`config.mk`:
```
export PLATFORM = sky130hd
export DESIGN_NAME = notch_slot_allocator_and_depth_ramp
export DESIGN_NICKNAME = d
export VERILOG_FILES = /design/src/rtl/core/nsa_pkg.sv /design/src/rtl/core/notch_slot_allocator_and_depth_ramp.sv /design/src/rtl/core/nsa_cell.sv /design/src/rtl/core/nsa_ramp.sv
export SDC_FILE = /design/constraint.sdc
export NUM_CORES = 2
export LEC_CHECK = 0
export BUFFER_PORTS_ARGS = -buffer_cell sky130_fd_sc_hd__buf_4
export CAP_MARGIN = 20
export CELL_PAD_IN_SITES_DETAIL_PLACEMENT = 1
export CELL_PAD_IN_SITES_GLOBAL_PLACEMENT = 1
export CORE_ASPECT_RATIO = 1.4
export CORE_UTILIZATION = 40
export DETAILED_ROUTE_END_ITERATION = 8
export PLACE_DENSITY_LB_ADDON = 0.2
export SLEW_MARGIN = 20
export SYNTH_ARGS = -nofsm -noshare
export SYNTH_HDL_FRONTEND = slang
export SYNTH_SLANG_ARGS = --single-unit
export TNS_END_PERCENT = 5
```
`constraint.sdc`:
```
create_clock -name clk -period 8.5 [get_ports clk]
set_clock_uncertainty 0.1 [all_clocks]
set_input_delay 0.425 -clock clk [delete_from_list [all_inputs] [get_ports clk]]
set_output_delay 0.425 -clock clk [all_outputs]
set_load 0.03 [all_outputs]
```
`src/rtl/core/nsa_pkg.sv`:
```
// Shared types and constants for the notch slot allocator.
`timescale 1ns / 1ps
package nsa_pkg;

	// Field widths
	localparam int FREQ_W     = 19;
	localparam int LVL_W      = 10;
	localparam int AGE_W      = 16;
	localparam int SLOT_W     = 4;
	localparam int REQ_W      = 2;
	localparam int ACT_W      = 5;
	localparam int HOLD_W     = 16;
	localparam int CFG_IDX_W  = 4;
	localparam int CFG_DATA_W = 16;
	localparam int PROD_W     = 36;
	localparam int STEP_W     = LVL_W + 1;

	// Request codes
	localparam logic [REQ_W-1:0] REQ_TRIGGER = 2'd0;
	localparam logic [REQ_W-1:0] REQ_TICK    = 2'd1;
	localparam logic [REQ_W-1:0] REQ_CLEAR   = 2'd2;

	// Register indexes
	localparam logic [CFG_IDX_W-1:0] REG_MAX_ACTIVE   = 4'd0;
	localparam logic [CFG_IDX_W-1:0] REG_MAX_DEPTH    = 4'd1;
	localparam logic [CFG_IDX_W-1:0] REG_AUTO_RELEASE = 4'd2;
	localparam logic [CFG_IDX_W-1:0] REG_HOLD_FRAMES  = 4'd3;

	// Depth constants in 1/20 dB
	localparam logic [LVL_W-1:0] DEEPEN_STEP = 10'd80;
	localparam logic [LVL_W-1:0] NEW_TARGET  = 10'd240;
	localparam logic [LVL_W-1:0] FADE_STEP   = 10'd12;
	localparam logic [LVL_W-1:0] FREE_BELOW  = 10'd20;
	localparam logic signed [STEP_W-1:0] STEP_DOWN = -11'sd16;
	localparam logic signed [STEP_W-1:0] STEP_UP   = 11'sd120;
	localparam logic signed [STEP_W-1:0] MOVE_MIN  = 11'sd1;
	localparam logic [AGE_W-1:0] AGE_MAX = 16'hFFFF;

	// Window of +-1/12 octave around the centre, scaled by 65536
	localparam logic [16:0] MATCH_LO = 17'd61858;
	localparam logic [16:0] MATCH_HI = 17'd69433;

	// Result kinds
	typedef enum logic [2:0] {
		KIND_DEEPEN  = 3'd0,
		KIND_NEW     = 3'd1,
		KIND_RECYCLE = 3'd2,
		KIND_TICK    = 3'd3,
		KIND_CLEAR   = 3'd4
	} kind_t;

	// One notch slot
	typedef struct packed {
		logic              on;
		logic [FREQ_W-1:0] centre;
		logic [LVL_W-1:0]  target;
		logic [LVL_W-1:0]  level;
		logic [AGE_W-1:0]  age;
	} slot_rec_t;

	// Settings seen by the depth ramp
	typedef struct packed {
		logic [LVL_W-1:0]  max_depth;
		logic              auto_release;
		logic [HOLD_W-1:0] hold_frames;
	} ramp_cfg_t;

endpackage

```
`src/rtl/core/notch_slot_allocator_and_depth_ramp.sv`:
```
// Top level: slot ring, request sequencer, result register and config registers.
`timescale 1ns / 1ps
// The slots live in a ring of NOTCH_SLOTS cells that rotates one place per
// cycle during a search, update or tick pass, so every slot passes the single
// head position, where the match multipliers and the depth ramp sit; each pass
// is NOTCH_SLOTS shifts and leaves the ring in its home position. A trigger
// takes a search pass on registered products, a decision state, an update
// pass and an emit state that loads the result; it gives no result when no
// slot can be taken. A tick emits one report per cycle while the output is not
// stalled, one slot per shift, NOTCH_SLOTS reports in all; the ring waits while
// the output stalls. A clear frees all slots at once and delivers its result
// through the emit state. A new request is accepted once the last result of
// the previous one is in the output register, or once a trigger with no result
// has decided. Configuration writes are always taken (cfg_ready is tied high);
// writes to unused indexes are ignored.
module notch_slot_allocator_and_depth_ramp #(
	parameter int NOTCH_SLOTS = 16
) (
	input  logic                              clk,
	input  logic                              arst_n,
	// request channel
	input  logic                              in_valid,
	output logic                              in_stall,
	input  logic [nsa_pkg::REQ_W-1:0]         req_type,
	input  logic [nsa_pkg::FREQ_W-1:0]        freq,
	// result channel
	output logic                              out_valid,
	input  logic                              out_stall,
	output logic [2:0]                        kind,
	output logic [nsa_pkg::SLOT_W-1:0]        slot,
	output logic                              active,
	output logic [nsa_pkg::FREQ_W-1:0]        notch_freq,
	output logic [nsa_pkg::LVL_W-1:0]         depth,
	output logic                              changed,
	output logic                              last,
	// configuration write channel
	input  logic                              cfg_valid,
	output logic                              cfg_ready,
	input  logic [nsa_pkg::CFG_IDX_W-1:0]     cfg_index,
	input  logic [nsa_pkg::CFG_DATA_W-1:0]    cfg_data
);

	localparam int IDX_W = (NOTCH_SLOTS > 1) ? $clog2(NOTCH_SLOTS) : 1;
	localparam int CNT_W = $clog2(NOTCH_SLOTS + 1);
	localparam int CMP_W = (CNT_W > nsa_pkg::ACT_W) ? CNT_W : nsa_pkg::ACT_W;
	localparam logic [IDX_W-1:0] LAST_IDX = IDX_W'(NOTCH_SLOTS - 1);

	typedef enum logic [2:0] {
		S_IDLE,
		S_SCAN,
		S_DECIDE,
		S_APPLY,
		S_EMIT,
		S_TICK
	} state_t;

	state_t state_q;

	// configuration
	logic [nsa_pkg::ACT_W-1:0]  max_active_q;
	logic [nsa_pkg::LVL_W-1:0]  max_depth_q;
	logic                       auto_release_q;
	logic [nsa_pkg::HOLD_W-1:0] hold_frames_q;
	nsa_pkg::ramp_cfg_t         ramp_cfg;

	// ring
	nsa_pkg::slot_rec_t rec [NOTCH_SLOTS];
	nsa_pkg::slot_rec_t head;
	nsa_pkg::slot_rec_t tail_rec;
	nsa_pkg::slot_rec_t mod_rec;
	nsa_pkg::slot_rec_t ramp_rec;
	logic               ramp_chg;
	logic               ring_shift;
	logic               ring_clr;

	// sequencing
	logic [IDX_W-1:0]          k_q;
	logic                      swept_q;
	logic [nsa_pkg::FREQ_W-1:0] freq_q;
	logic                      accept;
	logic                      out_free;
	logic                      load_out;
	logic                      at_pick;

	// search stage
	logic                      valid_s1;
	logic                      on_s1;
	logic [nsa_pkg::AGE_W-1:0] age_s1;
	logic [IDX_W-1:0]          idx_s1;
	logic [nsa_pkg::PROD_W-1:0] lo_s1;
	logic [nsa_pkg::PROD_W-1:0] hi_s1;
	logic [nsa_pkg::PROD_W-1:0] fs;
	logic                      match;

	// search results
	logic                      found_q;
	logic [IDX_W-1:0]          match_idx_q;
	logic [CNT_W-1:0]          cnt_q;
	logic                      free_found_q;
	logic [IDX_W-1:0]          free_idx_q;
	logic                      any_on_q;
	logic [nsa_pkg::AGE_W-1:0] best_age_q;
	logic [IDX_W-1:0]          old_idx_q;
	logic [IDX_W-1:0]          pick_q;

	// pending single result
	nsa_pkg::kind_t             res_kind_q;
	logic [nsa_pkg::SLOT_W-1:0] res_slot_q;
	logic                       res_active_q;
	logic [nsa_pkg::FREQ_W-1:0] res_freq_q;
	logic [nsa_pkg::LVL_W-1:0]  res_depth_q;

	// output register
	logic                       out_valid_q;
	nsa_pkg::kind_t             out_kind_q;
	logic [nsa_pkg::SLOT_W-1:0] out_slot_q;
	logic                       out_active_q;
	logic [nsa_pkg::FREQ_W-1:0] out_freq_q;
	logic [nsa_pkg::LVL_W-1:0]  out_depth_q;
	logic                       out_changed_q;
	logic                       out_last_q;

	// deepen and new-slot targets
	logic [nsa_pkg::STEP_W-1:0] deep_sum;
	logic [nsa_pkg::LVL_W-1:0]  deep_tgt;
	logic [nsa_pkg::LVL_W-1:0]  new_tgt;

	// Configuration registers
	assign cfg_ready = 1'b1;

	always_ff @(posedge clk or negedge arst_n) begin
		if (!arst_n) begin
			max_active_q   <= 5'd8;
			max_depth_q    <= 10'd360;
			auto_release_q <= 1'b0;
			hold_frames_q  <= 16'd750;
		end else if (cfg_valid) begin
			case (cfg_index)
				nsa_pkg::REG_MAX_ACTIVE:   max_active_q   <= cfg_data[nsa_pkg::ACT_W-1:0];
				nsa_pkg::REG_MAX_DEPTH:    max_depth_q    <= cfg_data[nsa_pkg::LVL_W-1:0];
				nsa_pkg::REG_AUTO_RELEASE: auto_release_q <= cfg_data[0];
				nsa_pkg::REG_HOLD_FRAMES:  hold_frames_q  <= cfg_data[nsa_pkg::HOLD_W-1:0];
				default: ;
			endcase
		end
	end

	assign ramp_cfg = {max_depth_q, auto_release_q, hold_frames_q};

	// Handshake and ring control
	assign in_stall = (state_q != S_IDLE);
	assign accept   = in_valid && !in_stall;
	assign out_free = !out_valid_q || !out_stall;
	assign load_out = ((state_q == S_EMIT) || (state_q == S_TICK)) && out_free;
	assign ring_clr = accept && (req_type == nsa_pkg::REQ_CLEAR);
	assign ring_shift = ((state_q == S_SCAN) && !swept_q) || (state_q == S_APPLY) ||
		((state_q == S_TICK) && out_free);
	assign at_pick = (k_q == pick_q);
	assign head    = rec[0];

	// Slot ring
	for (genvar i = 0; i < NOTCH_SLOTS; i++) begin : g_ring
		if (i == NOTCH_SLOTS - 1) begin : g_tail
			nsa_cell u_cell (
				.clk    (clk),
				.arst_n (arst_n),
				.shift  (ring_shift),
				.clr    (ring_clr),
				.d      (tail_rec),
				.q      (rec[i])
			);
		end else begin : g_mid
			nsa_cell u_cell (
				.clk    (clk),
				.arst_n (arst_n),
				.shift  (ring_shift),
				.clr    (ring_clr),
				.d      (rec[i+1]),
				.q      (rec[i])
			);
		end
	end

	// Tick update of the head slot
	nsa_ramp u_ramp (
		.cfg     (ramp_cfg),
		.cur     (head),
		.nxt     (ramp_rec),
		.changed (ramp_chg)
	);

	// Trigger update of the picked slot
	always_comb begin
		deep_sum = {1'b0, head.target} + {1'b0, nsa_pkg::DEEPEN_STEP};
		deep_tgt = (deep_sum > {1'b0, max_depth_q}) ? max_depth_q :
			deep_sum[nsa_pkg::LVL_W-1:0];
		new_tgt  = (nsa_pkg::NEW_TARGET < max_depth_q) ? nsa_pkg::NEW_TARGET : max_depth_q;
		mod_rec  = head;
		if (res_kind_q == nsa_pkg::KIND_DEEPEN) begin
			mod_rec.target = deep_tgt;
			mod_rec.age    = '0;
		end else begin
			mod_rec.on     = 1'b1;
			mod_rec.centre = freq_q;
			mod_rec.target = new_tgt;
			mod_rec.level  = '0;
			mod_rec.age    = '0;
		end
	end

	// Record fed back into the ring tail
	always_comb begin
		case (state_q)
			S_APPLY: tail_rec = at_pick ? mod_rec : head;
			S_TICK:  tail_rec = ramp_rec;
			default: tail_rec = head;
		endcase
	end

	// Window compare on registered products
	assign fs    = nsa_pkg::PROD_W'({freq_q, 16'd0});
	assign match = on_s1 && (lo_s1 <= fs) && (fs < hi_s1);

	// Search stage: products of the head slot's centre
	always_ff @(posedge clk) begin
		on_s1  <= head.on;
		age_s1 <= head.age;
		idx_s1 <= k_q;
		lo_s1  <= nsa_pkg::PROD_W'(head.centre * nsa_pkg::MATCH_LO);
		hi_s1  <= nsa_pkg::PROD_W'(head.centre * nsa_pkg::MATCH_HI);
	end

	// Sequencer, search bookkeeping and output register
	always_ff @(posedge clk or negedge arst_n) begin
		if (!arst_n) begin
			state_q       <= S_IDLE;
			k_q           <= '0;
			swept_q       <= 1'b0;
			valid_s1      <= 1'b0;
			freq_q        <= '0;
			found_q       <= 1'b0;
			match_idx_q   <= '0;
			cnt_q         <= '0;
			free_found_q  <= 1'b0;
			free_idx_q    <= '0;
			any_on_q      <= 1'b0;
			best_age_q    <= '0;
			old_idx_q     <= '0;
			pick_q        <= '0;
			res_kind_q    <= nsa_pkg::KIND_CLEAR;
			res_slot_q    <= '0;
			res_active_q  <= 1'b0;
			res_freq_q    <= '0;
			res_depth_q   <= '0;
			out_valid_q   <= 1'b0;
			out_kind_q    <= nsa_pkg::KIND_CLEAR;
			out_slot_q    <= '0;
			out_active_q  <= 1'b0;
			out_freq_q    <= '0;
			out_depth_q   <= '0;
			out_changed_q <= 1'b0;
			out_last_q    <= 1'b0;
		end else begin
			// a new result loads, a stalled one holds, an accepted one leaves
			out_valid_q <= load_out || (out_valid_q && out_stall);
			valid_s1    <= (state_q == S_SCAN) && !swept_q;

			case (state_q)
				S_IDLE: begin
					k_q     <= '0;
					swept_q <= 1'b0;
					if (accept) begin
						freq_q       <= freq;
						found_q      <= 1'b0;
						cnt_q        <= '0;
						free_found_q <= 1'b0;
						any_on_q     <= 1'b0;
						case (req_type)
							nsa_pkg::REQ_TRIGGER: state_q <= S_SCAN;
							nsa_pkg::REQ_TICK:    state_q <= S_TICK;
							nsa_pkg::REQ_CLEAR: begin
								res_kind_q   <= nsa_pkg::KIND_CLEAR;
								res_slot_q   <= '0;
								res_active_q <= 1'b0;
								res_freq_q   <= '0;
								res_depth_q  <= '0;
								state_q      <= S_EMIT;
							end
							default: ;
						endcase
					end
				end

				S_SCAN: begin
					if (!swept_q) begin
						if (k_q == LAST_IDX) begin
							swept_q <= 1'b1;
							k_q     <= '0;
						end else begin
							k_q <= k_q + 1'b1;
						end
					end
					if (valid_s1) begin
						if (on_s1) begin
							if (!found_q && match) begin
								found_q     <= 1'b1;
								match_idx_q <= idx_s1;
							end
							cnt_q <= cnt_q + 1'b1;
							// oldest active slot, first one on a tie
							if (!any_on_q || (age_s1 > best_age_q)) begin
								any_on_q   <= 1'b1;
								best_age_q <= age_s1;
								old_idx_q  <= idx_s1;
							end
						end else if (!free_found_q) begin
							free_found_q <= 1'b1;
							free_idx_q   <= idx_s1;
						end
						if (idx_s1 == LAST_IDX) begin
							state_q <= S_DECIDE;
						end
					end
				end

				S_DECIDE: begin
					k_q          <= '0;
					res_active_q <= 1'b1;
					if (found_q) begin
						res_kind_q <= nsa_pkg::KIND_DEEPEN;
						pick_q     <= match_idx_q;
						res_slot_q <= nsa_pkg::SLOT_W'(match_idx_q);
						state_q    <= S_APPLY;
					end else if ((CMP_W'(cnt_q) < CMP_W'(max_active_q)) && free_found_q) begin
						res_kind_q <= nsa_pkg::KIND_NEW;
						pick_q     <= free_idx_q;
						res_slot_q <= nsa_pkg::SLOT_W'(free_idx_q);
						state_q    <= S_APPLY;
					end else if (any_on_q) begin
						res_kind_q <= nsa_pkg::KIND_RECYCLE;
						pick_q     <= old_idx_q;
						res_slot_q <= nsa_pkg::SLOT_W'(old_idx_q);
						state_q    <= S_APPLY;
					end else begin
						// no slot to take: no result
						state_q <= S_IDLE;
					end
				end

				S_APPLY: begin
					if (at_pick) begin
						res_freq_q  <= mod_rec.centre;
						res_depth_q <= mod_rec.level;
					end
					if (k_q == LAST_IDX) begin
						k_q     <= '0;
						state_q <= S_EMIT;
					end else begin
						k_q <= k_q + 1'b1;
					end
				end

				S_EMIT: begin
					if (out_free) begin
						out_kind_q    <= res_kind_q;
						out_slot_q    <= res_slot_q;
						out_active_q  <= res_active_q;
						out_freq_q    <= res_active_q ? res_freq_q : '0;
						out_depth_q   <= res_depth_q;
						out_changed_q <= 1'b0;
						out_last_q    <= 1'b1;
						state_q       <= S_IDLE;
					end
				end

				S_TICK: begin
					if (out_free) begin
						out_kind_q    <= nsa_pkg::KIND_TICK;
						out_slot_q    <= nsa_pkg::SLOT_W'(k_q);
						out_active_q  <= ramp_rec.on;
						out_freq_q    <= ramp_rec.on ? ramp_rec.centre : '0;
						out_depth_q   <= ramp_rec.level;
						out_changed_q <= ramp_chg;
						out_last_q    <= (k_q == LAST_IDX);
						if (k_q == LAST_IDX) begin
							k_q     <= '0;
							state_q <= S_IDLE;
						end else begin
							k_q <= k_q + 1'b1;
						end
					end
				end

				default: state_q <= S_IDLE;
			endcase
		end
	end

	assign out_valid  = out_valid_q;
	assign kind       = out_kind_q;
	assign slot       = out_slot_q;
	assign active     = out_active_q;
	assign notch_freq = out_freq_q;
	assign depth      = out_depth_q;
	assign changed    = out_changed_q;
	assign last       = out_last_q;

endmodule

```
`src/rtl/core/nsa_cell.sv`:
```
// One slot cell of the rotating slot ring.
`timescale 1ns / 1ps
module nsa_cell (
	input  logic                clk,
	input  logic                arst_n,
	input  logic                shift,
	input  logic                clr,
	input  nsa_pkg::slot_rec_t  d,
	output nsa_pkg::slot_rec_t  q
);

	nsa_pkg::slot_rec_t rec_q;

	// Hold the slot, clear it on clr, take the neighbor's record on shift
	always_ff @(posedge clk or negedge arst_n) begin
		if (!arst_n) begin
			rec_q <= '0;
		end else if (clr) begin
			rec_q <= '0;
		end else if (shift) begin
			rec_q <= d;
		end
	end

	assign q = rec_q;

endmodule

```
`src/rtl/core/nsa_ramp.sv`:
```
// Per-frame aging, fade-out and depth ramp of the slot at the ring head.
`timescale 1ns / 1ps
module nsa_ramp (
	input  nsa_pkg::ramp_cfg_t  cfg,
	input  nsa_pkg::slot_rec_t  cur,
	output nsa_pkg::slot_rec_t  nxt,
	output logic                changed
);

	logic [nsa_pkg::AGE_W-1:0]         age_inc;
	logic [nsa_pkg::LVL_W-1:0]         tgt_c;
	logic [nsa_pkg::LVL_W-1:0]         tgt;
	logic                              fade;
	logic                              free;
	logic signed [nsa_pkg::STEP_W-1:0] step_raw;
	logic signed [nsa_pkg::STEP_W-1:0] step;
	logic                              move;
	logic [nsa_pkg::STEP_W-1:0]        lvl_sum;
	logic [nsa_pkg::LVL_W-1:0]         lvl_new;

	// Saturating age, target clamp, fade decision
	always_comb begin
		age_inc = (cur.age != nsa_pkg::AGE_MAX) ? cur.age + 16'd1 : cur.age;
		tgt_c   = (cur.target > cfg.max_depth) ? cfg.max_depth : cur.target;
		fade    = cfg.auto_release && (age_inc > cfg.hold_frames);
		// faded target below the free level
		free    = fade && (tgt_c < (nsa_pkg::FADE_STEP + nsa_pkg::FREE_BELOW));
		tgt     = fade ? tgt_c - nsa_pkg::FADE_STEP : tgt_c;
	end

	// Clamped step toward the target
	always_comb begin
		step_raw = $signed({1'b0, tgt}) - $signed({1'b0, cur.level});
		if (step_raw < nsa_pkg::STEP_DOWN) begin
			step = nsa_pkg::STEP_DOWN;
		end else if (step_raw > nsa_pkg::STEP_UP) begin
			step = nsa_pkg::STEP_UP;
		end else begin
			step = step_raw;
		end
		move    = (step > nsa_pkg::MOVE_MIN) || (step < -nsa_pkg::MOVE_MIN);
		lvl_sum = {1'b0, cur.level} + step;
		lvl_new = move ? lvl_sum[nsa_pkg::LVL_W-1:0] : cur.level;
	end

	// Next record
	always_comb begin
		nxt = cur;
		if (cur.on) begin
			nxt.age = age_inc;
			if (free) begin
				nxt.on     = 1'b0;
				nxt.target = '0;
				nxt.level  = '0;
			end else begin
				nxt.target = tgt;
				nxt.level  = lvl_new;
			end
		end
	end

	assign changed = (nxt.level != cur.level);

endmodule

```
Word-level counts from Yosys, hierarchy flattened

Index checks and enable logic that the tools add are counted.

Add/subtract/negate cells: 7
Multipliers: 2
Magnitude comparators: 13
Equality and inequality tests: 31
Mux-type cells: 130
Bitwise gates (word level): 2
Reduce and logical (&&, ||, !) cells: 57

Operators with widths:

| operator                                            | count |
|---|---|
| 2-to-1 mux 56 bit                                   | 33 |
| 2-to-1 mux 19 bit                                   | 7 |
| 2-to-1 mux 10 bit                                   | 12 |
| case mux 56 bit (2 select lines)                    | 1 |
| case mux 19 bit (2 select lines)                    | 2 |
| 2-to-1 mux 3 bit                                    | 14 |
| 2-to-1 mux 20 bit                                   | 2 |
| 2-to-1 mux 4 bit                                    | 10 |
| case mux 10 bit (2 select lines)                    | 2 |
| less-than comparator 35 x 36 -> 1 bit               | 1 |
| multiplier 19 x 17 -> 36 bit, second input constant | 1 |
| 2-to-1 mux 36 bit                                   | 1 |
| <= comparator 35 bit                                | 1 |
| multiplier 19 x 15 -> 34 bit, second input constant | 1 |
| greater-than comparator 16 bit                      | 2 |
| AND reduction 4 bit                                 | 7 |
| 2-to-1 mux 11 bit                                   | 2 |
| 2-to-1 mux 1 bit                                    | 21 |
| != test 2 bit, second input constant                | 9 |
| case mux 3 bit (6 select lines)                     | 1 |
| adder 16 x 1 -> 16 bit, second input constant       | 1 |
| 2-to-1 mux 16 bit                                   | 1 |
| != test 16 bit, second input constant               | 1 |
| case mux 1 bit (2 select lines)                     | 8 |
| 50 further kinds                                    | 101 |

Bits in registers: 1,164
Output and inout port bits: 42

Longest topological paths before layout

Word-level depth: 17
Depth in mapped cells: 41
Mapped depth without buffers: 38

Hierarchy

A second synthesis with hierarchy kept.

Cell total of the unflattened synthesis: 5,752
Area total of the unflattened synthesis: 62,846.5 sq um

Modules (own cells, without submodules):

| module                              | times used | cells an instance | area an instance (sq um) |
|---|---|---|---|
| nsa_cell                            | 16         | 180               | 2,294.7 |
| notch_slot_allocator_and_depth_ramp | 1          | 2,415             | 22,785.6 |
| nsa_ramp                            | 1          | 457               | 3,345.7 |

Worst setup path after synthesis

No wires, ideal clock.

Path type: register -> register
From: reg g_ring[0].g_mid.u_cell.rec_q, in the netlist g_ring[0].g_mid.u_cell.q[3]
To: reg out_changed_q (netlist: changed)
Data arrival time: 7,776 ps
Path slack: 496 ps
Stages on the path, launching flop included: 40
Buffers on the path: 2
Path through: dfrtp_1 -> clkbuf_1 -> and3_1 -> and3_1 -> nand4_1 -> nor3_1 -> nor2_1 -> and3_1 -> xor2_1 -> ha_1 -> a21oi_1 -> nor2b_1 -> o211ai_1 -> a21boi_0 -> o31ai_1 -> a21o_1 -> clkbuf_1 -> nor3_1 -> [... 4 more ...] -> nand2b_1 -> and2_1 -> o41ai_2 -> a211oi_1 -> or4_4 -> and2_1 -> nor2_1 -> ha_1 -> a211oi_1 -> o21bai_1 -> a2111oi_0 -> nor3_1 -> a31oi_1 -> xnor2_1 -> o41ai_1 -> a21oi_1 -> a221oi_1 -> o21ai_0

Word-level cells in the longest chain between the ends: 17
Elaborated cells on any way between the ends: 22
Those cells by class: add/sub: 3; order compare: 5; eq/ne: 2; mux: 9; reduce/logical: 3

RTL lines:

| item                                                                                                   | line                                       | RTL |
|---|---|---|
| start: declaration                                                                                     | nsa_cell.sv:12                             | `nsa_pkg::slot_rec_t rec_q;` |
| start signal: assignment                                                                               | nsa_cell.sv:17                             | `rec_q <= '0;` |
| start signal: assignment                                                                               | nsa_cell.sv:19                             | `rec_q <= '0;` |
| start signal: assignment                                                                               | nsa_cell.sv:21                             | `rec_q <= d;` |
| adder 16 x 1 -> 16 bit / != test 16 bit (equally long branches)                                        | nsa_ramp.sv:23                             | `age_inc = (cur.age != nsa_pkg::AGE_MAX) ? cur.age + 16'd1 : cur.age;` |
| 2-to-1 mux 16 bit *                                                                                    | nsa_ramp.sv:23                             |  |
| greater-than comparator 16 bit *                                                                       | nsa_ramp.sv:25                             | `fade = cfg.auto_release && (age_inc > cfg.hold_frames);` |
| logical AND 1 bit *                                                                                    | nsa_ramp.sv:25                             |  |
| 2-to-1 mux 10 bit                                                                                      | nsa_ramp.sv:28                             | `tgt = fade ? tgt_c - nsa_pkg::FADE_STEP : tgt_c;` |
| subtractor 10 x 10 -> 11 bit                                                                           | nsa_ramp.sv:33                             | `step_raw = $signed({1'b0, tgt}) - $signed({1'b0, cur.level});` |
| greater-than comparator 11 x 8 -> 1 bit                                                                | nsa_ramp.sv:36                             | `end else if (step_raw > nsa_pkg::STEP_UP) begin` |
| 2-to-1 mux 11 bit                                                                                      | nsa_ramp.sv:36                             |  |
| 2-to-1 mux 11 bit                                                                                      | nsa_ramp.sv:34                             | `if (step_raw < nsa_pkg::STEP_DOWN) begin` |
| greater-than comparator 11 x 2 -> 1 bit / less-than comparator 11 x 1 -> 1 bit (equally long branches) | nsa_ramp.sv:41                             | `move = (step > nsa_pkg::MOVE_MIN) \|\| (step < -nsa_pkg::MOVE_MIN);` |
| logical OR 1 bit                                                                                       | nsa_ramp.sv:41                             |  |
| 2-to-1 mux 10 bit                                                                                      | nsa_ramp.sv:43                             | `lvl_new = move ? lvl_sum[nsa_pkg::LVL_W-1:0] : cur.level;` |
| 2-to-1 mux 20 bit *                                                                                    | nsa_ramp.sv:51                             | `if (free) begin` |
| 2-to-1 mux 36 bit *                                                                                    | nsa_ramp.sv:49                             | `if (cur.on) begin` |
| != test 10 bit *                                                                                       | nsa_ramp.sv:62                             | `assign changed = (nxt.level != cur.level);` |
| 2-to-1 mux 1 bit *                                                                                     | notch_slot_allocator_and_depth_ramp.sv:377 | `if (out_free) begin` |
| case mux 1 bit (2 select lines) *                                                                      | notch_slot_allocator_and_depth_ramp.sv:268 | `case (state_q)` |
| end signal: assignment                                                                                 | notch_slot_allocator_and_depth_ramp.sv:383 | `out_changed_q <= ramp_chg;` |
| end: declaration                                                                                       | notch_slot_allocator_and_depth_ramp.sv:120 | `logic out_changed_q;` |

Every way passes the cells marked *; elsewhere a longest branch is shown, timed or not. The select of a mux whose other input is x is not followed.
A chain may end at the register's enable or synchronous reset.

Worst setup path in the final report

From: reg g_ring[0].g_mid.u_cell.rec_q, in the netlist g_ring[0].g_mid.u_cell.q[5]
To: reg out_changed_q (netlist: changed)

Same word-level chain as after synthesis.

==> run_results.csv <==
group,metric,value,unit
status,status,"complete, no violations",
yosys,synth_edf_count,0,
sta,fin_setup_tns,0,ns
die,ios,88,
worst_hold_path,hold_path.class,"primary input to flop",
power_and_ir_drop,p_leak,0.0318,uW
grt,grt.met3_usage,2.48,%
sta,finalCriticalPeriod,8.15,ns
yosys,synth_area,55200,um2
placed_design,hpwlAfterDp,102000,um
cts,clk_latency,0.77,ns
critical_path,cp_slowest_stage_delay,0.54,ns
die,fp.dieW,316,um
cts,cts-root-buf,"clkbuf_16",
sta,drv_slew,0,
critical_path,critPathCaptureType,"flop",
routing,drt-initial-drc-count,2164,
critical_path,cp-start-kind,"flop",
critical_path,critPathArrivalTime,8.66,ns
yosys,synthArstFlopShare,92.4,%
power_and_ir_drop,report.power.total,16300,uW
die,core,136000,um2
yosys,synth.distinct_cells,77,
grt,grt_most_used_layer,"met2",
die,die_height,442,um
final_layout,drive_gt1_share,11.0,%
yosys,syn_inst,4525,
sta,setup_violations,0,
grt,grt_pass1_vias,39900,
grt,met2_usage,39.2,%
routing,routed_via_density,5.57,
grt,grt_max_degree,245,
routing,antenna_left,0,
yosys,synth_nets,5155,
die,initial_core_util,40.5,%
die,fp-row-count,160,
cts,htreeDepth,3,
die,die_area,140000,um2
routing,drt_pass1_iterations,5,
grt,antenna_found_initial,1,
routing,via_count,36200,
critical_path,critical_path.max_fanout,8,
yosys,ys.flop_type,"dfrtp_1",
grt,grt_overflow_total,0,
sta,worstMarginPinSlew,1.19,ns
sta,fin_ws,0.346,ns
critical_path,r2r_slack,0.35,ns
yosys,ys_seq_area_share,51.9,%
sta,hold_violations,0,
grt,grt_use_total,21.5,%
critical_path,required,9.01,ns
cts,cts_inserted_buffers,114,
power_and_ir_drop,ir_drop,279,uV
yosys,syn_area_per_cell,12.2,um2
critical_path,criticalPathCategory,"flop to flop",
cts,clk_pin_slew,0.07,ns
placed_design,gp_congestion,0.858,
final_layout,area_growth,13.9,%
grt,grtUsageMet1,25.9,%
sta,max_freq,0.123,GHz
yosys,yosys_register_bits,1161,
yosys,ys_warn_count,0,
cts,cts.sinks,1161,
final_layout,finalNetCount,5256,
placed_design,port-buffer-count,86,
routing,routed_wl,147000,um
critical_path,crit_top_cell,"buf_4",
cts,tritoncts,"built",
routing,wl_per_cell,22.6,um
sta,fin_crit_sh,95.9,%
routing,drc_errors,0,
sta,max-slew-margin-rel,20.4,%
sta,whs,0.0829,ns
cts,clockBufferDepth,3,
grt,grt_pass1_wl,235000,um
critical_path,cpMaxStageDelayCell,"or4_4",
placed_design,pre_cts_ws,0.0433,ns
power_and_ir_drop,power_density,258,nW/um2
job,maxCapViolations,0,
area by class of cell:
cell class / instances / area [um2]
Sequential cell: 1161 / 28600
Tap cell: 1782 / 2230
Antenna cell: 1 / 2.50
Fill cell: 14000 / 73500
Clock inverter: 59 / 897
Multi-Input combinational cell: 2764 / 24500
Clock buffer: 154 / 3230
Inverter: 337 / 1260
Timing Repair Buffer: 248 / 2120
per-stage QoR:
stage                     cell area [um2]  utilization, %  cells
final                               62900            46.1   6506
after global routing                62900            46.1   6506
after CTS                           62700            46.0   6497
after detailed placement            58100            42.6   6239
after global placement              58100            42.6   6238
after floorplan                     55200               -   4525
power breakdown:
group / internal [uW] / leakage, uW / switching (uW)
clock: 3260 / 0.00202 / 2290
sequential: 5940 / 0.0155 / 467
combinational: 1180 / 0.0143 / 3130
total: 10400 / 0.0318 / 5880
worst max-delay path: cells and delay by family, from the launching register on:
family | cells | cell delay (ns)
AOI/OAI and AO/OA | 17 | 3.24
xor gates and xnor gates | 1 | 0.14
adders and majority gates | 4 | 1.14
buffers and inverters | 4 | 0.62
DFF | 1 | 0.39
muxes | 1 | 0.38
and+or+nand+nor | 10 | 2.00
cell families (layout without fill, tap and decap cells):
family                   count (synthesis)  count (layout)  share of synthesized area [%]
AO/OA/AOI/OAI                         1384            1384                           19.6
XOR/XNOR                                96              96                           1.52
adder cells (fa/ha/maj)                584             584                           15.7
buffers and inverters                  600             798                           4.09
flip-flops                            1161            1161                           51.9
multiplexers                           116             116                           2.24
other                                    1               2                        0.00679
AND/OR/NAND/NOR                        583             583                           4.93
per-layer routing:
metal  vias up  routed length [um]
met4         0                5030
met3       210                3070
li1      16600                   -
met2       357               79100
met1     19100               59600
met5         -                   0
flip-flops by register name, summed over array words and instances (netlist names), 5 cells and up:
register,cells
g_ring.g_mid.u_cell.q,840
g_ring.g_tail.u_cell.q,56
hi_s1,36
lo_s1,31
freq_q,19
notch_freq,19
res_freq_q,19
age_s1,16
best_age_q,16
hold_frames_q,16
depth,10
max_depth_q,10
res_depth_q,10
cnt_q,5
max_active_q,5
cells in the final DEF (no fill, tap or decap), types with 10 or more instances in the layout:
cell type / Yosys / layout
a21o_1: 36 / 35
a21oi_1: 128 / 126
a221oi_1: 21 / 21
a22o_1: 850 / 850
a22oi_1: 20 / 20
a31oi_1: 15 / 15
and2_1: 13 / 12
and3_1: 22 / 19
buf_12: 0 / 11
buf_4: 1 / 189
bufinv_16: 0 / 19
clkbuf_1: 242 / 18
clkbuf_16: 0 / 115
clkbuf_8: 0 / 21
clkinv_2: 0 / 22
dfrtp_1: 1059 / 1059
dfstp_2: 14 / 14
dfxtp_1: 88 / 88
dlygate4sd3_1: 0 / 45
fa_1: 183 / 183
ha_1: 401 / 399
inv_1: 335 / 335
mux2_2: 62 / 62
mux2i_1: 54 / 54
nand2_1: 191 / 191
nand2b_1: 15 / 15
nand3_1: 45 / 44
nand4_1: 27 / 27
nor2_1: 158 / 153
nor2b_1: 19 / 19
nor3_1: 42 / 39
nor4_1: 12 / 11
o211ai_1: 14 / 14
o21a_1: 28 / 28
o21ai_0: 158 / 152
o21ai_1: 10 / 14
o31ai_1: 12 / 12
or3_1: 10 / 10
xnor2_1: 66 / 66
xor2_1: 30 / 29
Yosys cell counts (17+ instances only):
| library cell | n | area share [%] |
|---|---|---|
| mux2i_1 | 54 | 0.98 |
| o21ai_0 | 158 | 1.4 |
| mux2_2 | 62 | 1.3 |
| buf_1 | 17 | 0.12 |
| xnor2_1 | 66 | 1.0 |
| nor2_1 | 158 | 1.1 |
| a221oi_1 | 21 | 0.33 |
| nand2_1 | 191 | 1.3 |
| a21oi_1 | 128 | 1.2 |
| dfxtp_1 | 88 | 3.2 |
| clkbuf_1 | 242 | 1.6 |
| fa_1 | 183 | 6.6 |
| a22oi_1 | 20 | 0.27 |
| nand4_1 | 27 | 0.31 |
| and3_1 | 22 | 0.25 |
| ha_1 | 401 | 9.1 |
| inv_1 | 335 | 2.3 |
| xor2_1 | 30 | 0.48 |
| dfrtp_1 | 1059 | 48 |
| nor2b_1 | 19 | 0.22 |
| a21o_1 | 36 | 0.49 |
| nor3_1 | 42 | 0.38 |
| nand3_1 | 45 | 0.41 |
| a22o_1 | 850 | 13 |
| o21a_1 | 28 | 0.38 |
worst paths after layout:
check                                                to  cells past startpoint                   startpoint
max in group asynchronous  g_ring[0].g_mid.u_cell.q[20]                      4                       arst_n
setup / recovery                                changed                     37  g_ring[0].g_mid.u_cell.q[5]
min in group asynchronous   g_ring[8].g_mid.u_cell.q[2]                      2                       arst_n
hold / removal                          max_active_q[3]                      4                 cfg_index[1]
hold reg to reg                               age_s1[5]                      0  g_ring[0].g_mid.u_cell.q[5]
setup reg to reg                                changed                     37  g_ring[0].g_mid.u_cell.q[5]
repair_timing:
action | CTS | global route
hold buffers | 45 | 0
resized for setup | 1 | 23
hold endpoints to repair | 103 | 0
pin swaps | 0 | 8
buffers inserted | 0 | 7
endpoints found under the setup margin | 1 | 3
(Power assumes the default switching activity.)
